$ cat src/rtl/core/rlcf_pkg.sv
`timescale 1ns / 1ps

package rlcf_pkg;

    localparam int UPDATE_PERIOD_MS = 10;

    localparam int COLOUR_W  = 8;
    localparam int ELAPSED_W = 8;
    localparam int MS_W      = 15;
    localparam int COUNT_W   = 17;
    localparam int TOTAL_W   = 16;
    localparam int PROD_W    = COLOUR_W + COUNT_W;
    localparam int QUOT_W    = MS_W;
    localparam int DIV_CNT_W = 4;
    localparam int DSH_W     = TOTAL_W + QUOT_W - 1;
    localparam int RECIP_W     = 32;
    localparam int RECIP_SHIFT = 31;

    localparam logic [DIV_CNT_W-1:0] DIV_ITERS_BLEND = DIV_CNT_W'(COLOUR_W);
    localparam logic [COUNT_W-1:0]   COUNT_MAX       = {COUNT_W{1'b1}};
    // The reciprocal is rounded up, which keeps the quotient exact for every duration.
    localparam logic [RECIP_W-1:0]   PERIOD_RECIP    =
        RECIP_W'((64'd1 << RECIP_SHIFT) / UPDATE_PERIOD_MS + 1);

    typedef enum logic
    {
        OP_REFRESH = 1'b0,
        OP_SET     = 1'b1
    } op_t;

    typedef struct packed
    {
        op_t                              op;
        logic [ELAPSED_W-1:0]             elapsed;
        logic [2:0][COLOUR_W-1:0]         target;
        logic [MS_W-1:0]                  fade_ms;
    } item_t;

    typedef struct packed
    {
        logic                 start;
        logic [DIV_CNT_W-1:0] iters;
        logic [PROD_W-1:0]    dividend;
        logic [TOTAL_W-1:0]   divisor;
    } div_req_t;

    typedef struct packed
    {
        logic              done;
        logic [QUOT_W-1:0] quotient;
    } div_rsp_t;

endpackage

$ cat src/rtl/core/rlcf_front.sv
`timescale 1ns / 1ps

module rlcf_front
(
    input  logic                 clk,
    input  logic                 rst_n,
    input  logic                 s_tvalid,
    output logic                 s_tready,
    input  logic [47:0]          s_tdata,
    input  logic                 s_tuser,
    output logic                 push_valid,
    input  logic                 push_ready,
    output rlcf_pkg::item_t      push_item
);
    import rlcf_pkg::*;

    logic  valid_reg;
    logic  valid_next;
    item_t item_reg;
    item_t item_next;

    assign s_tready   = !valid_reg || push_ready;
    assign push_valid = valid_reg;
    assign push_item  = item_reg;

    always_comb
    begin
        item_next.op        = s_tuser ? OP_SET : OP_REFRESH;
        item_next.elapsed   = s_tdata[7:0];
        item_next.target[0] = s_tdata[15:8];
        item_next.target[1] = s_tdata[23:16];
        item_next.target[2] = s_tdata[31:24];
        item_next.fade_ms   = s_tdata[46:32];
    end

    always_comb
    begin
        valid_next = valid_reg;
        if (s_tvalid && s_tready)
        begin
            valid_next = 1'b1;
        end
        else if (push_ready)
        begin
            valid_next = 1'b0;
        end
    end

    always_ff @(posedge clk or negedge rst_n)
    begin
        if (!rst_n)
        begin
            valid_reg <= 1'b0;
        end
        else
        begin
            valid_reg <= valid_next;
        end
    end

    always_ff @(posedge clk)
    begin
        if (s_tvalid && s_tready)
        begin
            item_reg <= item_next;
        end
    end

endmodule

$ cat src/rtl/core/rlcf_queue.sv
`timescale 1ns / 1ps

module rlcf_queue
(
    input  logic             clk,
    input  logic             rst_n,
    input  logic             push_valid,
    output logic             push_ready,
    input  rlcf_pkg::item_t  push_item,
    output logic             pop_valid,
    input  logic             pop,
    output rlcf_pkg::item_t  pop_item
);
    import rlcf_pkg::*;

    item_t       entry_reg [2];
    logic        wr_ptr_reg;
    logic        wr_ptr_next;
    logic        rd_ptr_reg;
    logic        rd_ptr_next;
    logic [1:0]  fill_reg;
    logic [1:0]  fill_next;
    logic        do_push;
    logic        do_pop;

    assign push_ready = (fill_reg != 2'd2);
    assign pop_valid  = (fill_reg != 2'd0);
    assign pop_item   = entry_reg[rd_ptr_reg];
    assign do_push    = push_valid && push_ready;
    assign do_pop     = pop && pop_valid;

    always_comb
    begin
        wr_ptr_next = do_push ? !wr_ptr_reg : wr_ptr_reg;
        rd_ptr_next = do_pop ? !rd_ptr_reg : rd_ptr_reg;
        fill_next   = fill_reg;
        if (do_push && !do_pop)
        begin
            fill_next = fill_reg + 2'd1;
        end
        else if (do_pop && !do_push)
        begin
            fill_next = fill_reg - 2'd1;
        end
    end

    always_ff @(posedge clk or negedge rst_n)
    begin
        if (!rst_n)
        begin
            wr_ptr_reg <= 1'b0;
            rd_ptr_reg <= 1'b0;
            fill_reg   <= 2'd0;
        end
        else
        begin
            wr_ptr_reg <= wr_ptr_next;
            rd_ptr_reg <= rd_ptr_next;
            fill_reg   <= fill_next;
        end
    end

    always_ff @(posedge clk)
    begin
        if (do_push)
        begin
            entry_reg[wr_ptr_reg] <= push_item;
        end
    end

endmodule

$ cat src/rtl/core/rlcf_div.sv
`timescale 1ns / 1ps

module rlcf_div
(
    input  logic                clk,
    input  logic                rst_n,
    input  rlcf_pkg::div_req_t  req,
    output rlcf_pkg::div_rsp_t  rsp
);
    import rlcf_pkg::*;

    logic                 busy_reg;
    logic                 busy_next;
    logic                 done_reg;
    logic                 done_next;
    logic [DIV_CNT_W-1:0] cnt_reg;
    logic [DIV_CNT_W-1:0] cnt_next;
    logic [PROD_W-1:0]    rem_reg;
    logic [DSH_W-1:0]     dsh_reg;
    logic [QUOT_W-1:0]    quot_reg;
    logic                 fits;

    // One quotient bit a cycle, most significant first, against the shifted divisor.
    assign fits = ({(DSH_W - PROD_W)'(0), rem_reg} >= dsh_reg);

    assign rsp.done     = done_reg;
    assign rsp.quotient = quot_reg;

    always_comb
    begin
        busy_next = busy_reg;
        done_next = 1'b0;
        cnt_next  = cnt_reg;
        if (req.start)
        begin
            busy_next = 1'b1;
            cnt_next  = req.iters;
        end
        else if (busy_reg)
        begin
            cnt_next = cnt_reg - DIV_CNT_W'(1);
            if (cnt_reg == DIV_CNT_W'(1))
            begin
                busy_next = 1'b0;
                done_next = 1'b1;
            end
        end
    end

    always_ff @(posedge clk or negedge rst_n)
    begin
        if (!rst_n)
        begin
            busy_reg <= 1'b0;
            done_reg <= 1'b0;
            cnt_reg  <= '0;
        end
        else
        begin
            busy_reg <= busy_next;
            done_reg <= done_next;
            cnt_reg  <= cnt_next;
        end
    end

    always_ff @(posedge clk)
    begin
        if (req.start)
        begin
            rem_reg  <= req.dividend;
            dsh_reg  <= {(DSH_W - TOTAL_W)'(0), req.divisor} << (req.iters - DIV_CNT_W'(1));
            quot_reg <= '0;
        end
        else if (busy_reg)
        begin
            if (fits)
            begin
                rem_reg <= rem_reg - dsh_reg[PROD_W-1:0];
            end
            quot_reg <= {quot_reg[QUOT_W-2:0], fits};
            dsh_reg  <= dsh_reg >> 1;
        end
    end

endmodule

$ cat src/rtl/core/rlcf_back.sv
`timescale 1ns / 1ps

module rlcf_back
(
    input  logic             clk,
    input  logic             rst_n,
    input  logic             pop_valid,
    output logic             pop,
    input  rlcf_pkg::item_t  pop_item,
    output logic             m_tvalid,
    input  logic             m_tready,
    output logic [23:0]      m_tdata
);
    import rlcf_pkg::*;

    typedef enum logic [3:0]
    {
        ST_IDLE   = 4'b0001,
        ST_MUL    = 4'b0010,
        ST_DIV    = 4'b0100,
        ST_OUT    = 4'b1000
    } state_t;

    state_t                    state_reg;
    state_t                    state_next;
    logic [2:0][COLOUR_W-1:0]  start_reg;
    logic [2:0][COLOUR_W-1:0]  start_next;
    logic [2:0][COLOUR_W-1:0]  target_reg;
    logic [2:0][COLOUR_W-1:0]  target_next;
    logic [2:0][COLOUR_W-1:0]  present_reg;
    logic [2:0][COLOUR_W-1:0]  present_next;
    logic [COUNT_W-1:0]        count_reg;
    logic [COUNT_W-1:0]        count_next;
    logic [TOTAL_W-1:0]        total_reg;
    logic [TOTAL_W-1:0]        total_next;
    logic [1:0]                ch_reg;
    logic [1:0]                ch_next;
    logic                      out_valid_reg;
    logic                      out_valid_next;
    logic [23:0]               out_data_reg;
    logic                      div_start_reg;
    logic                      div_start_next;
    logic [DIV_CNT_W-1:0]      div_iters_reg;
    logic [DIV_CNT_W-1:0]      div_iters_next;
    logic [PROD_W-1:0]         div_dividend_reg;
    logic [PROD_W-1:0]         div_dividend_next;
    logic [TOTAL_W-1:0]        div_divisor_reg;
    logic [TOTAL_W-1:0]        div_divisor_next;
    logic                      neg_reg;
    logic                      neg_next;

    logic [COUNT_W:0]          count_sum;
    logic [COUNT_W-1:0]        count_sat;
    logic [COLOUR_W-1:0]       ch_start;
    logic [COLOUR_W-1:0]       ch_target;
    logic [COLOUR_W-1:0]       abs_diff;
    logic [COLOUR_W-1:0]       part;
    logic [MS_W+RECIP_W-1:0]   set_prod;
    logic [MS_W-1:0]           set_quot;
    logic                      out_load;
    div_req_t                  div_req;
    div_rsp_t                  div_rsp;

    rlcf_div u_div
    (
        .clk   (clk),
        .rst_n (rst_n),
        .req   (div_req),
        .rsp   (div_rsp)
    );

    assign div_req.start    = div_start_reg;
    assign div_req.iters    = div_iters_reg;
    assign div_req.dividend = div_dividend_reg;
    assign div_req.divisor  = div_divisor_reg;

    assign pop      = (state_reg == ST_IDLE) && pop_valid;
    assign m_tvalid = out_valid_reg;
    assign m_tdata  = out_data_reg;
    assign out_load = (state_reg == ST_OUT) && (!out_valid_reg || m_tready);

    assign count_sum = {1'b0, count_reg} + (COUNT_W + 1)'(pop_item.elapsed);
    assign count_sat = count_sum[COUNT_W] ? COUNT_MAX : count_sum[COUNT_W-1:0];
    assign ch_start  = start_reg[ch_reg];
    assign ch_target = target_reg[ch_reg];
    assign abs_diff  = (ch_target < ch_start) ? (ch_start - ch_target) : (ch_target - ch_start);
    assign part      = div_rsp.quotient[COLOUR_W-1:0];
    assign set_prod  = (MS_W + RECIP_W)'(pop_item.fade_ms) * (MS_W + RECIP_W)'(PERIOD_RECIP);
    assign set_quot  = set_prod[RECIP_SHIFT +: MS_W];

    always_comb
    begin
        state_next        = state_reg;
        start_next        = start_reg;
        target_next       = target_reg;
        present_next      = present_reg;
        count_next        = count_reg;
        total_next        = total_reg;
        ch_next           = ch_reg;
        div_start_next    = 1'b0;
        div_iters_next    = div_iters_reg;
        div_dividend_next = div_dividend_reg;
        div_divisor_next  = div_divisor_reg;
        neg_next          = neg_reg;
        out_valid_next    = out_valid_reg;
        if (out_valid_reg && m_tready)
        begin
            out_valid_next = 1'b0;
        end
        unique case (state_reg)
            ST_IDLE:
            begin
                if (pop_valid)
                begin
                    unique case (pop_item.op)
                        OP_SET:
                        begin
                            start_next  = present_reg;
                            target_next = pop_item.target;
                            count_next  = '0;
                            total_next  = TOTAL_W'(set_quot) + TOTAL_W'(1);
                        end
                        OP_REFRESH:
                        begin
                            if (count_sat >= COUNT_W'(total_reg))
                            begin
                                count_next = '0;
                                start_next = target_reg;
                            end
                            else
                            begin
                                count_next = count_sat;
                            end
                            ch_next    = 2'd0;
                            state_next = ST_MUL;
                        end
                        default:
                        begin
                            state_next = ST_IDLE;
                        end
                    endcase
                end
            end
            ST_MUL:
            begin
                neg_next          = (ch_target < ch_start);
                div_dividend_next = PROD_W'(abs_diff) * PROD_W'(count_reg);
                div_divisor_next  = total_reg;
                div_iters_next    = DIV_ITERS_BLEND;
                div_start_next    = 1'b1;
                state_next        = ST_DIV;
            end
            ST_DIV:
            begin
                if (div_rsp.done)
                begin
                    present_next[ch_reg] = neg_reg ? (ch_start - part) : (ch_start + part);
                    if (ch_reg == 2'd2)
                    begin
                        state_next = ST_OUT;
                    end
                    else
                    begin
                        ch_next    = ch_reg + 2'd1;
                        state_next = ST_MUL;
                    end
                end
            end
            ST_OUT:
            begin
                if (out_load)
                begin
                    out_valid_next = 1'b1;
                    state_next     = ST_IDLE;
                end
            end
            default:
            begin
                state_next = ST_IDLE;
            end
        endcase
    end

    always_ff @(posedge clk or negedge rst_n)
    begin
        if (!rst_n)
        begin
            state_reg     <= ST_IDLE;
            start_reg     <= '0;
            target_reg    <= '0;
            present_reg   <= '0;
            count_reg     <= '0;
            total_reg     <= TOTAL_W'(1);
            ch_reg        <= 2'd0;
            out_valid_reg <= 1'b0;
            div_start_reg <= 1'b0;
        end
        else
        begin
            state_reg     <= state_next;
            start_reg     <= start_next;
            target_reg    <= target_next;
            present_reg   <= present_next;
            count_reg     <= count_next;
            total_reg     <= total_next;
            ch_reg        <= ch_next;
            out_valid_reg <= out_valid_next;
            div_start_reg <= div_start_next;
        end
    end

    always_ff @(posedge clk)
    begin
        div_iters_reg    <= div_iters_next;
        div_dividend_reg <= div_dividend_next;
        div_divisor_reg  <= div_divisor_next;
        neg_reg          <= neg_next;
        if (out_load)
        begin
            out_data_reg <= ~{present_reg[2], present_reg[1], present_reg[0]};
        end
    end

endmodule

$ cat src/rtl/core/rgb_linear_colour_fade.sv
`timescale 1ns / 1ps
// Channel   Direction  Signals                          Content
// s_*       in         tvalid, tready, tdata, tuser     colour set or refresh items
// m_*       out        tvalid, tready, tdata            inverted duties, one per refresh
//
// A set transfer is handled by the back end in its idle state, where multiplying by the
// reciprocal of the update period gives the step total. A refresh takes the item, then
// runs a multiply and a serial division for each channel, and then loads the output.
// Reset clears the colours and step count and sets the step total to one.
// The input register and a two-entry queue keep accepting while the back end works.
// A result waiting in the output register holds the next one only at its output step.

module rgb_linear_colour_fade
(
    input  logic        clk,
    input  logic        rst_n,
    input  logic        s_tvalid,
    output logic        s_tready,
    input  logic [47:0] s_tdata,  // elapsed_periods, target_red, target_green, target_blue,
                                  // fade_ms, one zero pad bit
    input  logic        s_tuser,  // cmd
    output logic        m_tvalid,
    input  logic        m_tready,
    output logic [23:0] m_tdata   // duty_red, duty_green, duty_blue
);
    import rlcf_pkg::*;

    logic  push_valid;
    logic  push_ready;
    item_t push_item;
    logic  pop_valid;
    logic  pop;
    item_t pop_item;

    rlcf_front u_front
    (
        .clk        (clk),
        .rst_n      (rst_n),
        .s_tvalid   (s_tvalid),
        .s_tready   (s_tready),
        .s_tdata    (s_tdata),
        .s_tuser    (s_tuser),
        .push_valid (push_valid),
        .push_ready (push_ready),
        .push_item  (push_item)
    );

    rlcf_queue u_queue
    (
        .clk        (clk),
        .rst_n      (rst_n),
        .push_valid (push_valid),
        .push_ready (push_ready),
        .push_item  (push_item),
        .pop_valid  (pop_valid),
        .pop        (pop),
        .pop_item   (pop_item)
    );

    rlcf_back u_back
    (
        .clk       (clk),
        .rst_n     (rst_n),
        .pop_valid (pop_valid),
        .pop       (pop),
        .pop_item  (pop_item),
        .m_tvalid  (m_tvalid),
        .m_tready  (m_tready),
        .m_tdata   (m_tdata)
    );

endmodule
$ cat config.mk
export PLATFORM = sky130hd
export DESIGN_NAME = rgb_linear_colour_fade
export DESIGN_NICKNAME = d
export VERILOG_FILES = /design/src/rtl/core/rlcf_pkg.sv /design/src/rtl/core/rlcf_front.sv /design/src/rtl/core/rlcf_queue.sv /design/src/rtl/core/rlcf_div.sv /design/src/rtl/core/rlcf_back.sv /design/src/rtl/core/rgb_linear_colour_fade.sv
export SDC_FILE = /design/constraint.sdc
export NUM_CORES = 1
export LEC_CHECK = 0
export BUFFER_PORTS_ARGS = -buffer_cell sky130_fd_sc_hd__buf_2
export CAP_MARGIN = 10
export CORE_MARGIN = 5
export CORE_UTILIZATION = 41
export CTS_BUF_LIST = sky130_fd_sc_hd__clkbuf_8 sky130_fd_sc_hd__clkbuf_16
export DETAILED_ROUTE_END_ITERATION = 12
export PLACE_DENSITY = 0.67
export SYNTH_ARGS = -nofsm -noshare
export SYNTH_HDL_FRONTEND = slang
export SYNTH_SLANG_ARGS = --single-unit
$ cat constraint.sdc
create_clock -name clk -period 16.2 [get_ports clk]
set_clock_uncertainty 0.05 [all_clocks]
set_input_delay 0.81 -clock clk [delete_from_list [all_inputs] [get_ports clk]]
set_output_delay 0.81 -clock clk [all_outputs]
set_load 0.01 [all_outputs]
After elaboration in Yosys (flattened, before gate mapping)
Memory sizes are Yosys's and may differ from the RTL's.
Index checks and enable logic that the tools add are counted.

storage, ports and cells
  input bits = 53
  register bits = 300
  RAM bits = 96
  output and inout port bits = 26
  memories kept = 1

memory list
  name               words  width  rd ports  clocked after memory_dff  wr ports  line              source
  u_queue.entry_reg  2      48     1         0                         1         rlcf_queue.sv:16  item_t entry_reg [2];

cells by class
  multiply operators = 2
  equal/unequal tests = 13
  add/subtract/negate cells = 11
  muxes and demuxes = 49
  magnitude comparators = 5
  reduce and logical (&&, ||, !) cells = 30
  bitwise operators = 2

operator list
  operator                                             count
  2-to-1 mux 25 bit                                    3
  case mux 24 bit (2 select lines)                     1
  multiplier 15 x 28 -> 43 bit, second input constant  1
  2-to-1 mux 8 bit                                     5
  2-to-1 mux 17 bit                                    2
  case mux 17 bit (2 select lines)                     1
  binary-select mux 8 bit (select 2 bit)               2
  greater-or-equal comparator 25 x 29 -> 1 bit         1
  2-to-1 mux 29 bit                                    1
  2-to-1 mux 4 bit                                     7
  multiplier 8 x 17 -> 25 bit                          1
  subtractor 25 bit                                    1
  bitwise mux 24 bit                                   1
  2-to-1 mux 24 bit                                    1
  NOT 24 bit                                           1
  subtractor 8 bit                                     3
  2-to-1 mux 23 bit                                    1
  adder 17 x 8 -> 18 bit                               1
  greater-or-equal comparator 17 x 16 -> 1 bit         1
  demux 8 bit (select 2 bit)                           1
  case mux 4 bit (4 select lines)                      1
  2-to-1 mux 1 bit                                     15
  adder 12 x 1 -> 13 bit, second input constant        1
  2-to-1 mux 2 bit                                     6
  24 further kinds                                     53

Logic depth before layout (Yosys ltp)
Gate-level depths: netlist (run 1).

  word-level depth = 6
  mapped depth = 36
  depth with buffers taken out = 34

Modules after synthesis
From an unflattened synthesis (run 1), not the netlist that was laid out.

second synthesis, totals
  cell total of the unflattened synthesis = 2,536
  area, all modules = 27,930.5 sq um

modules (own cells, without submodules)
  module      area each (sq um)  cells an instance  sequential area each (sq um)  times used
  rlcf_back   17,375.4           1,741              4,647.0                       1
  rlcf_div    5,356.4            576                2,102.0                       1
  rlcf_queue  3,703.6            167                2,982.9                       1
  rlcf_front  1,495.2            52                 1,466.4                       1

Worst setup path after synthesis (run 1)
OpenSTA, ideal clock, no wires.

  path kind = flip-flop to flip-flop
  start point = register u_back.ch_reg[0]
  end point = register u_back.div_dividend_reg[23], data pin
  slack = 7.241 ns
  stages on the path, launching flop included = 37
  setup time = 0.258 ns
  path buffers = 3
  arrival = 8.652 ns
  data required time = 15.892 ns
  period minus slack after synthesis = 8.959 ns
  cells stage by stage = dfrtp_1 clkbuf_1 clkbuf_1 mux2i_1 nor2_1 a21oi_1 inv_1 fa_1 nor2b_1 o21ai_0 a21oi_1 o21ai_1 a21o_1 and3_1 a311o_1 a221oi_1 a21oi_1 xor2_1 clkbuf_1 nand2_1 fa_1 fa_1 inv_1 fa_1 inv_1 fa_1 inv_1 ha_1 a21boi_0 o21ai_0 a21boi_0 o21ai_0 a211oi_1 nor3_1 o41ai_1 a21oi_1 xnor2_1

on the way
  longest elaborated chain between the ends = 5

RTL lines
  what                                                              line                              source
  start: declaration                                                rlcf_back.sv:36                   logic [1:0] ch_reg;
  start signal: assignment                                          rlcf_back.sv:206                  ch_reg <= ch_next;
  binary-select mux 8 bit (select 2 bit), on equally long branches  rlcf_back.sv:85, rlcf_back.sv:84
  2-to-1 mux 8 bit, on equally long branches                        rlcf_back.sv:85, rlcf_back.sv:84
  subtractor 8 bit / < comparator 8 bit (equally long branches)     rlcf_back.sv:86                   assign abs_diff = (ch_target < ch_start) ? (ch_start - ch_target) : (ch_target - ch_start);
  2-to-1 mux 8 bit (*)                                              rlcf_back.sv:86
  multiplier 8 x 17 -> 25 bit (*)                                   rlcf_back.sv:147                  div_dividend_next = PROD_W'(abs_diff) * PROD_W'(count_reg);
  end signal: assignment                                            rlcf_back.sv:215                  div_dividend_reg <= div_dividend_next;
  end: declaration                                                  rlcf_back.sv:45                   logic [PROD_W-1:0] div_dividend_reg;

Mark *: on every way between the ends. The rest lies on a longest branch, timed or not. The select of a mux whose other input is x is not followed.
A chain may end at the register's enable or synchronous reset.

Worst setup path after layout (run 1)
Ends and elaborated chain as after synthesis.

==> results by group, run 1 <==
Status
  – Outcome: complete, no violations

Floorplan
  – Full die area: 0.0680 mm²
  – Starting utilization of the core area: 41.1%
  – Area of the placeable core: 0.0627 mm²
  – Die boundary height: 261 µm
  – Top-Level Pins: 79
  – Core Rows: 92
  – Die width: 261 µm

GRT
  – Via count of the first global-routing pass: 17426
  – Initial antenna violation count: 0
  – Global-route total usage across every layer: 16.4%
  – Wire length of the first global-routing pass: 90600 µm
  – Largest net degree at the start of global routing: 98
  – GRT overflow: 0

Clock tree
  – Cts bufs inserted: 41
  – Htree depth: 2
  – Number of clock sinks: 381
  – Post_cts resized: 0
  – Post-CTS repair timing setup buffer count: 0
  – Number of buffers inserted for hold repair after clock tree synthesis: 0
  – Root cell of the clock tree: sky130_fd_sc_hd__clkbuf_16
  – CTS tree: yes
  – Later-pin clock latency in the skew report: 580 ps
  – Maximum root-to-sink buffer count: 3
  – Worst-path clk slew: 60 ps

STA
  – Total Negative Setup Slacks: 0 ps
  – Slew @ Worst Pin: 1180 ps
  – Total count of max-transition violations in the final report: 0
  – Ratio of final minimum period to clock period: 64.6%
  – Slew headroom: 21.4%
  – Final Hold Fails: 0
  – Max Clock Freq: 95.6 MHz
  – Final critical path time including I/O delays and setup: 10460 ps
  – Setup repair after global routing missed its margin: no
  – Number of endpoints failing setup at the final stage: 0

Routing
  – First DRT Iteration DRCs: 1063
  – First drt pass iteration count: 5
  – Antenna Nets Post-Route: 0
  – Routed wire length per instance: 16.6 µm
  – Vias/cell: 5.06
  – Total number of vias: 16883
  – Total wire length after detailed routing: 55300 µm
  – DRC: 0

Synthesis
  – Area share of the largest cell type after synthesis: 29.3%
  – Top FF cell, synth: sky130_fd_sc_hd__edfxtp_1
  – Sequential-to-total area share from yosys stat: 41.7%
  – Synth warnings: 0
  – Post-synth net total: 2842
  – Mean post-synth cell area: 10.8 µm²
  – Fraction of synthesis flops using an asynchronous set or reset pin: 31.8%
  – Mapped cell area: 0.0258 mm²
  – Cell accounting for the most synthesized area: sky130_fd_sc_hd__edfxtp_1
  – Count of flip-flops with a built-in enable after synthesis: 252
  – #FFs+latches synth: 381
  – Synthesized instance count: 2388
  – Largest cells by area after synthesis: sky130_fd_sc_hd__edfxtp_1 29%, sky130_fd_sc_hd__fa_1 13%, sky130_fd_sc_hd__dfrtp_1 12%, sky130_fd_sc_hd__ha_1 11%, sky130_fd_sc_hd__inv_1 5.3%
  – Number of distinct library cell variants in the gate-level netlist after synthesis: 71

Cells and area
  – Synthesis-to-layout area growth: 10.3%
  – Filler Cells Inserted: 5740
  – Diode insertion count for antenna repair: 0
  – Flip-flop and latch area: 0.0108 mm²
  – Final design area excluding fillers: 0.0285 mm²
  – Multi-input logic area: 0.0134 mm²
  – Most frequent cells in the layout: 373 x sky130_fd_sc_hd__inv_1, 252 x sky130_fd_sc_hd__edfxtp_1, 236 x sky130_fd_sc_hd__ha_1
  – Largest register FFs: 96
  – Ratio of cells with drive above 1 in the final layout: 9.16%
  – Most common cell after layout, fill and taps aside: sky130_fd_sc_hd__inv_1
  – Fin nets: 2910

Critical path
  – Crit-path slowest cell: sky130_fd_sc_hd__dfrtp_1
  – Element type at the critical path end: flop
  – Critical Path Start: u_back.ch_reg[0]$_DFFE_PN0P_
  – Path type of the worst setup path: reg -> reg
  – Delay-heaviest family, CP: compound AO/OA/AOI/OAI gates
  – Crit Reg-Reg Startpoint: u_back.ch_reg[0]$_DFFE_PN0P_
  – Max FO, Critical Path: 20
  – Data arrival time of the critical path: 10720 ps
  – Worst endpoint required time: 16460 ps
  – Biggest cell delay along the critical path: 1030 ps
  – Type of element launching the critical path: flop
  – Number of buffer and inverter stages on the critical path: 4
  – Cell occurring most often along the worst timing path: sky130_fd_sc_hd__fa_1

Placed design
  – Final estimated routing congestion in global placement: 0.929
  – Cell area reported after detailed placement: 0.0271 mm²
  – Number of port buffers: 77
  – Hpwl dp: 42000 µm

Flow run
  – Number of maximum-capacitance violations: 0

Hold path
  – Classification of the worst-slack hold path: in -> async
## Yosys cell counts (5+ instances only)
master	number
sky130_fd_sc_hd__or2_2	5
sky130_fd_sc_hd__nand3_1	31
sky130_fd_sc_hd__ha_1	236
sky130_fd_sc_hd__a21o_1	32
sky130_fd_sc_hd__mux2i_1	61
sky130_fd_sc_hd__fa_1	165
sky130_fd_sc_hd__o21a_1	9
sky130_fd_sc_hd__dfrtp_1	119
sky130_fd_sc_hd__xor2_1	30
sky130_fd_sc_hd__o21ai_0	135
sky130_fd_sc_hd__nand3b_1	7
sky130_fd_sc_hd__a21boi_0	8
sky130_fd_sc_hd__a31oi_1	9
sky130_fd_sc_hd__nor3_1	24
sky130_fd_sc_hd__edfxtp_1	252
sky130_fd_sc_hd__nor2b_1	24
sky130_fd_sc_hd__o211ai_1	5
sky130_fd_sc_hd__mux2_2	47
sky130_fd_sc_hd__and2_1	95
sky130_fd_sc_hd__or3_1	11
sky130_fd_sc_hd__inv_1	363
sky130_fd_sc_hd__and3_1	18
sky130_fd_sc_hd__dfxtp_1	8
sky130_fd_sc_hd__xnor2_1	62
sky130_fd_sc_hd__clkbuf_1	61
sky130_fd_sc_hd__nand2_1	197
sky130_fd_sc_hd__nand2b_1	27
sky130_fd_sc_hd__nor2_1	116
sky130_fd_sc_hd__a211oi_1	15
sky130_fd_sc_hd__o31ai_1	14
sky130_fd_sc_hd__a21oi_1	123
sky130_fd_sc_hd__nand4_1	11
## metrics by stage
step | hold slack [ps] | cells | setup WS (ps) | util [%]
final | 228 | 3335 | 5740 | 45.4
after floorplan | 371 | 2388 | 7240 | -
after detailed placement | 381 | 3258 | 5690 | 43.2
after global placement | 374 | 3257 | 5530 | 43.2
after CTS | 227 | 3334 | 5670 | 45.3
after global routing | 264 | 3335 | 4700 | 45.4
## routing by layer
layer | share of wire, % | global-route usage, % | up-vias | wire, µm
met4 | 1.8 | 3.79 | 0 | 1000
li1 | - | - | 8181 | -
met1 | 46 | 22.6 | 8304 | 25200
met3 | 4.7 | 2.97 | 66 | 2610
met5 | 0 | 0 | - | 0
met2 | 48 | 27.0 | 332 | 26500
## area by class of cell
| cell class | count | area share, % |
|---|---|---|
| multi-input cells | 1575 | 47.2 |
| clock buffers | 43 | 3.70 |
| clock inverters | 33 | 0.914 |
| flip-flops and latches | 381 | 37.8 |
| repair buffers | 94 | 1.84 |
| well taps | 846 | 3.72 |
| inverters | 363 | 4.79 |
## worst paths after layout
| path | to | slack [ps] | depth (start not counted) |
|---|---|---|---|
| worst max-delay path | u_back.div_dividend_reg[23]$_DFFE_PP_ | 5740 | 32 |
| worst min-delay path | u_back.present_reg[0]$_DFFE_PN0P_ | 230 | 1 |
| worst max register to register | u_back.div_dividend_reg[23]$_DFFE_PP_ | 5740 | 32 |
| worst min register to register | u_queue.entry_reg[1][2]$_DFFE_PP_ | 380 | 0 |
| max in group asynchronous | u_queue.rd_ptr_reg$_DFFE_PN0P_ | 14360 | 2 |
| min in group clk | u_front.push_item[0]$_DFFE_PP_ | 360 | 1 |
## cell families after synthesis
family	Yosys count	share of synthesized area (%)
simple gates	582	11.0
flops	381	41.7
fa+ha+maj	401	24.3
buf+inv	432	6.33
xor+xnor	93	3.19
compound gates	391	9.08
mux	108	4.42
Power of run 1 is not shown: default switching activity piles up to over one toggle a cycle in this logic, so the estimate is an artifact.
==> run 2: changes to the inputs <==
--- a/config.mk
+++ b/config.mk
@@ -5,6 +5,7 @@
 export SDC_FILE = /design/constraint.sdc
 export NUM_CORES = 1
 export LEC_CHECK = 0
+export ABC_AREA = 1
 export BUFFER_PORTS_ARGS = -buffer_cell sky130_fd_sc_hd__buf_2
 export CAP_MARGIN = 10
 export CORE_MARGIN = 5
==> constraint.sdc (replaced) <==
create_clock -name clk -period 9.8 [get_ports clk]
set_clock_uncertainty 0.05 [all_clocks]
set_input_delay 0.49 -clock clk [delete_from_list [all_inputs] [get_ports clk]]
set_output_delay 0.49 -clock clk [all_outputs]
set_load 0.01 [all_outputs]
==> run 2 against run 1 <==
Critical path depth rose by 4. Fmax rose by 20%. Global-route usage rose by 0.66 points. Register-to-register slack got worse by 4700 ps. Sequential cell count did not move. Hold slack got worse by 200 ps. Critical path type unchanged.
==> results by group, run 2 <==
Clock tree
  – Root cell of the clock tree: sky130_fd_sc_hd__clkbuf_16
  – Cts bufs inserted: 42
  – Worst-path clk slew: 60 ps
  – Number of clock sinks: 381
  – Later-pin clock latency in the skew report: 590 ps
  – Post-CTS repair timing setup buffer count: 0
  – Htree depth: 2
  – Maximum root-to-sink buffer count: 3
  – CTS tree: yes

GRT
  – Largest net degree at the start of global routing: 68
  – Wire length of the first global-routing pass: 98100 µm
  – Via count of the first global-routing pass: 18963
  – Global-route total usage across every layer: 17.0%
  – GRT overflow: 0
  – Initial antenna violation count: 1

Synthesis
  – Mapped cell area: 0.0266 mm²
  – Fraction of synthesis flops using an asynchronous set or reset pin: 31.8%
  – Sequential-to-total area share from yosys stat: 40.4%
  – Synth warnings: 0
  – Cell accounting for the most synthesized area: sky130_fd_sc_hd__edfxtp_1
  – Most frequent cell after synthesis: sky130_fd_sc_hd__nand2_1
  – Synthesized instance count: 2922
  – #FFs+latches synth: 381
  – Post-synth net total: 3376
  – Area share of the largest cell type after synthesis: 28.4%
  – Largest cells by area after synthesis: sky130_fd_sc_hd__edfxtp_1 28%, sky130_fd_sc_hd__fa_1 12%, sky130_fd_sc_hd__dfrtp_1 11%, sky130_fd_sc_hd__ha_1 11%, sky130_fd_sc_hd__nand2_1 8.6%
  – Count of flip-flops with a built-in enable after synthesis: 252
  – Top FF cell, synth: sky130_fd_sc_hd__edfxtp_1
  – Number of distinct library cell variants in the gate-level netlist after synthesis: 63
  – Most used standard cells in the synthesized netlist: 613 x sky130_fd_sc_hd__nand2_1, 517 x sky130_fd_sc_hd__inv_1, 254 x sky130_fd_sc_hd__nor2_1
  – Mean post-synth cell area: 9.11 µm²

Hold path
  – Classification of the worst-slack hold path: in -> reg
  – Hold path start: s_tdata[29]

STA
  – Slew headroom: 26.8%
  – Total count of max-transition violations in the final report: 0
  – Final critical path time including I/O delays and setup: 8730 ps
  – Number of endpoints failing setup at the final stage: 0
  – Max Clock Freq: 115 MHz
  – Ratio of final minimum period to clock period: 89.1%
  – Total Negative Setup Slacks: 0 ps
  – Slew @ Worst Pin: 1100 ps
  – Setup repair after global routing missed its margin: no
  – Final Hold Fails: 0
  – Tightest hold margin: 27.6 ps

Floorplan
  – Starting utilization of the core area: 41.4%
  – Top-Level Pins: 79
  – Die width: 265 µm
  – Full die area: 0.0701 mm²
  – Die boundary height: 265 µm
  – Core Rows: 93
  – Area of the placeable core: 0.0643 mm²

Cells and area
  – Diode insertion count for antenna repair: 0
  – Largest register FFs: 96
  – Final standard cell count with taps included and fillers excluded: 3903
  – Ratio of cells with drive above 1 in the final layout: 8.33%
  – Most frequent cells in the layout: 613 x sky130_fd_sc_hd__nand2_1, 530 x sky130_fd_sc_hd__inv_1, 252 x sky130_fd_sc_hd__edfxtp_1
  – Synthesis-to-layout area growth: 10.9%
  – Most common cell after layout, fill and taps aside: sky130_fd_sc_hd__nand2_1
  – Fin nets: 3468

Flow run
  – Number of maximum-capacitance violations: 0

Critical path
  – Critical Path Start: u_back.ch_reg[1]$_DFFE_PN0P_
  – Type of element launching the critical path: flop
  – Data arrival time of the critical path: 9000 ps
  – Crit Reg-Reg Startpoint: u_back.ch_reg[1]$_DFFE_PN0P_
  – Number of buffer and inverter stages on the critical path: 8
  – Max FO, Critical Path: 13
  – Cell occurring most often along the worst timing path: sky130_fd_sc_hd__nand2_1
  – Element type at the critical path end: flop
  – Path type of the worst setup path: reg -> reg
  – Crit-path slowest cell: sky130_fd_sc_hd__nor2_1
  – Delay-heaviest family, CP: adder cells
  – Worst endpoint required time: 10070 ps
  – Biggest cell delay along the critical path: 610 ps

Routing
  – Vias/cell: 4.91
  – Routed wire length per instance: 15.4 µm
  – Total wire length after detailed routing: 60000 µm
  – First DRT Iteration DRCs: 1145
  – DRC: 0
  – First drt pass iteration count: 5
  – Total number of vias: 19148
  – Antenna Nets Post-Route: 0

Placed design
  – Placed Cells: 3812
  – Final estimated routing congestion in global placement: 0.905
  – Hpwl dp: 46500 µm
  – Number of port buffers: 77

Status
  – Outcome: complete, no violations
## run 2: cell types whose count changed after synthesis, moves of 24 or more
| cell | delta |
|---|---|
| sky130_fd_sc_hd__inv_1 | +154 |
| sky130_fd_sc_hd__or2_2 | +36 |
| sky130_fd_sc_hd__nor2b_1 | -24 |
| sky130_fd_sc_hd__nand2b_1 | -27 |
| sky130_fd_sc_hd__nor2_1 | +138 |
| sky130_fd_sc_hd__and2_1 | -94 |
| sky130_fd_sc_hd__nand3_1 | +42 |
| sky130_fd_sc_hd__mux2i_1 | -59 |
| sky130_fd_sc_hd__xnor2_1 | -46 |
| sky130_fd_sc_hd__a21o_1 | -26 |
| sky130_fd_sc_hd__nand2_1 | +416 |
| sky130_fd_sc_hd__mux2_2 | -47 |
| sky130_fd_sc_hd__a31oi_1 | +27 |
## run 2: repair_timing
action,in CTS,in global routing
hold endpoints to repair,73,0
hold buffers,13,0
resized for setup,0,0
## run 2: cells by family after synthesis
family | after synthesis | synth area share, %
XOR/XNOR | 56 | 1.87
flip-flops | 381 | 40.4
AO/OA/AOI/OAI | 424 | 8.95
adder cells (fa/ha/maj) | 401 | 23.5
buffers and inverters | 593 | 8.54
AND/OR/NAND/NOR | 1065 | 16.7
multiplexers | 2 | 0.0752
## run 2: worst reg2reg max path, delay by kind of cell (launching register included)
kind | cells | cell delay, ps
flops | 1 | 590
xor+xnor | 1 | 140
buf+inv | 8 | 1150
simple gates | 11 | 1740
fa+ha+maj | 7 | 3070
compound gates | 9 | 1710
## run 2: final timing paths
kind                       slack [ps]  depth (start not counted)                               endpoint
max                              1070                         36  u_back.div_dividend_reg[22]$_DFFE_PP_
min                                30                          1        u_front.push_item[36]$_DFFE_PP_
max reg2reg                      1070                         36  u_back.div_dividend_reg[22]$_DFFE_PP_
min reg2reg                       390                          0     u_queue.entry_reg[0][29]$_DFFE_PP_
max in group asynchronous        7830                          3         u_queue.rd_ptr_reg$_DFFE_PN0P_
min in group asynchronous         490                          2     u_back.present_reg[14]$_DFFE_PN0P_
## run 2: routing by layer
layer	global-route usage [%]	vias to the layer above	share of wire (%)	wire, µm
li1	-	9625	-	-
met1	23.8	9039	46	27600
met2	28.4	402	47	28000
met3	2.43	82	5.0	3000
met4	3.83	0	2.2	1340
met5	0	-	0	0
## run 2: cell type report
| class | instances | area (µm²) |
|---|---|---|
| Multi-Input combinational cell | 1948 | 13600 |
| Tap cell | 855 | 1070 |
| Clock inverter | 31 | 310 |
| Fill cell | 6124 | 34800 |
| Inverter | 536 | 2020 |
| Clock buffer | 47 | 1120 |
| Timing Repair Buffer | 105 | 631 |
| Sequential cell | 381 | 10800 |
## run 2: per-stage QoR
step	setup WS (ps)	instance area (µm²)	utilization, %
5_1_grt	505	29500	45.9
3_5_place_dp	1220	28000	43.5
6_report	1070	29500	45.9
2_1_floorplan	2520	26600	-
4_1_cts	1200	29500	45.9
3_3_place_gp	1250	28000	43.5
Power of run 2 is left out for the same reason.
==> run 3: changes to the inputs <==
--- a/config.mk
+++ b/config.mk
@@ -13,6 +13,7 @@
 export CTS_BUF_LIST = sky130_fd_sc_hd__clkbuf_8 sky130_fd_sc_hd__clkbuf_16
 export DETAILED_ROUTE_END_ITERATION = 12
 export PLACE_DENSITY = 0.67
+export RECOVER_POWER = 100
 export SYNTH_ARGS = -nofsm -noshare
 export SYNTH_HDL_FRONTEND = slang
 export SYNTH_SLANG_ARGS = --single-unit
==> run 3 against run 2 <==
The run now ends with max-capacitance violations, max-slew violations left. Via count grew 0.40%. Register-to-register slack lost 180 ps. Die area stayed put. Largest cell class unchanged. Count of clock-buffer cells in the layout stayed put. Utilization fell by 0.19 points. Critical path depth grew 1. Sequential share of layout area is 0.15 points higher. Final cell count did not move.
==> results by group, run 3 (synthesis results as in run 2) <==
Cells and area
  – Most common cell after layout, fill and taps aside: sky130_fd_sc_hd__nand2_1
  – Ratio of cells with drive above 1 in the final layout: 6.50%
  – Fin nets: 3468
  – Flip-flop and latch area: 0.0108 mm²
  – Largest register FFs: 96
  – Filler Cells Inserted: 6158
  – Diode insertion count for antenna repair: 0
  – Most frequent cells in the layout: 617 x sky130_fd_sc_hd__nand2_1, 534 x sky130_fd_sc_hd__inv_1, 254 x sky130_fd_sc_hd__nor2_1
  – Synthesis-to-layout area growth: 10.5%
  – Multi-input logic area: 0.0136 mm²
  – Util after Layout: 45.7%

Critical path
  – Worst endpoint required time: 10070 ps
  – Element type at the critical path end: flop
  – Path type of the worst setup path: reg -> reg
  – Type of element launching the critical path: flop
  – Crit-path slowest cell: sky130_fd_sc_hd__nor2_1
  – Cell occurring most often along the worst timing path: sky130_fd_sc_hd__nand2_1
  – Critical Path Start: u_back.ch_reg[1]$_DFFE_PN0P_
  – Biggest cell delay along the critical path: 610 ps
  – Crit Reg-Reg Startpoint: u_back.ch_reg[1]$_DFFE_PN0P_
  – Max FO, Critical Path: 13
  – Data arrival time of the critical path: 9180 ps

GRT
  – Via count of the first global-routing pass: 18963
  – Wire length of the first global-routing pass: 98100 µm
  – Initial antenna violation count: 1
  – Largest net degree at the start of global routing: 68
  – GRT overflow: 0
  – Global-route total usage across every layer: 17.0%

Clock tree
  – Later-pin clock latency in the skew report: 590 ps
  – Worst-path clk slew: 60 ps
  – CTS tree: yes
  – Maximum root-to-sink buffer count: 3
  – Htree depth: 2
  – Number of clock sinks: 381
  – Root cell of the clock tree: sky130_fd_sc_hd__clkbuf_16
  – Post_cts resized: 0
  – Cts bufs inserted: 42

Flow run
  – Number of maximum-capacitance violations: 9

Routing
  – Highest metal layer with signal wires: met4
  – Routed wire length per instance: 15.3 µm
  – Met3 routed WL: 3150 µm
  – Detailed route wirelength on metal2: 27900 µm
  – First drt pass iteration count: 5
  – Sum of routed wire segments on met1: 27400 µm
  – Antenna Nets Post-Route: 0
  – First DRT Iteration DRCs: 1226
  – Total wire length after detailed routing: 59900 µm
  – Total number of vias: 19225
  – Vias/cell: 4.93
  – DRC: 0

STA
  – Max Clock Freq: 112 MHz
  – Least setup slack across all paths after layout: 889 ps
  – Setup repair after global routing missed its margin: no
  – Number of endpoints failing setup at the final stage: 0
  – Total Negative Setup Slacks: 0 ps
  – Tightest hold margin: 29.3 ps
  – Ratio of final minimum period to clock period: 90.9%
  – Total count of max-transition violations in the final report: 472
  – Slew @ Worst Pin: 3400 ps
  – Final critical path time including I/O delays and setup: 8910 ps
  – Final Hold Fails: 0
  – Slew headroom: -127%

Floorplan
  – Die width: 265 µm
  – Core Rows: 93
  – Die boundary height: 265 µm
  – Full die area: 0.0701 mm²
  – Area of the placeable core: 0.0643 mm²
  – Top-Level Pins: 79
  – Starting utilization of the core area: 41.4%

Placed design
  – Final estimated routing congestion in global placement: 0.905
  – Hpwl dp: 46500 µm
  – Number of port buffers: 77
  – Worst-case setup slack after placement: 1220 ps

Status
  – Outcome: finished with violations
  – Violated checks: max-capacitance violations, max-slew violations

Hold path
  – Hold path start: s_tdata[29]
  – Classification of the worst-slack hold path: in -> reg
[run 3: changes by cell type in the layout (fill, tap and decap cells not counted), moves of 5 or more]
| cell | change |
|---|---|
| sky130_fd_sc_hd__buf_2 | -28 |
| sky130_fd_sc_hd__buf_4 | -10 |
| sky130_fd_sc_hd__clkbuf_1 | +38 |
| sky130_fd_sc_hd__nor2_1 | +5 |
| sky130_fd_sc_hd__o21ai_0 | +16 |
| sky130_fd_sc_hd__o21ai_1 | -16 |
[run 3: path summary, 6_finish.rpt]
check / depth (start not counted) / end / slack [ps]
setup / recovery: 37 / u_back.div_dividend_reg[23]$_DFFE_PP_ / 890
max in group asynchronous: 3 / u_queue.rd_ptr_reg$_DFFE_PN0P_ / 3440
hold reg to reg: 0 / u_queue.entry_reg[0][17]$_DFFE_PP_ / 390
min in group asynchronous: 2 / u_back.present_reg[14]$_DFFE_PN0P_ / 1550
setup reg to reg: 37 / u_back.div_dividend_reg[23]$_DFFE_PP_ / 890
hold / removal: 1 / u_front.push_item[36]$_DFFE_PP_ / 30
[run 3: critical path, delay by kind of cell, from the launching register on]
family	cells	cell delay (ps)
adder cells (fa/ha/maj)	7	3070
AND/OR/NAND/NOR	13	1890
AO/OA/AOI/OAI	9	1860
buffers and inverters	8	1160
flip-flops	1	600
[run 3: metal layers]
metal  vias up  track usage (%)
met5         -                0
met3        79             2.43
li1       9628                -
met2       443             28.4
met4         0             3.83
met1      9075             23.8
[run 3: stage by stage]
stage / instance area, µm² / instances
floorplan: 26600 / 2922
global placement: 28000 / 3812
detailed placement: 28000 / 3812
CTS: 29500 / 3903
global route: 29400 / 3903
finish: 29400 / 3903
[run 3: cell type report]
| type | instances | share of cell area (%) |
|---|---|---|
| Clock inverter | 31 | 1.06 |
| Timing Repair Buffer | 105 | 1.90 |
| Multi-Input combinational cell | 1948 | 46.2 |
| Tap cell | 855 | 3.64 |
| Inverter | 536 | 6.85 |
| Clock buffer | 47 | 3.81 |
| Sequential cell | 381 | 36.6 |
[run 3: timing repair]
item / 4_1_cts / 5_1_grt
buffers inserted: 0 / 0
hold buffers: 13 / 0
hold endpoints to repair: 73 / 0
Power of run 3 is left out for the same reason.
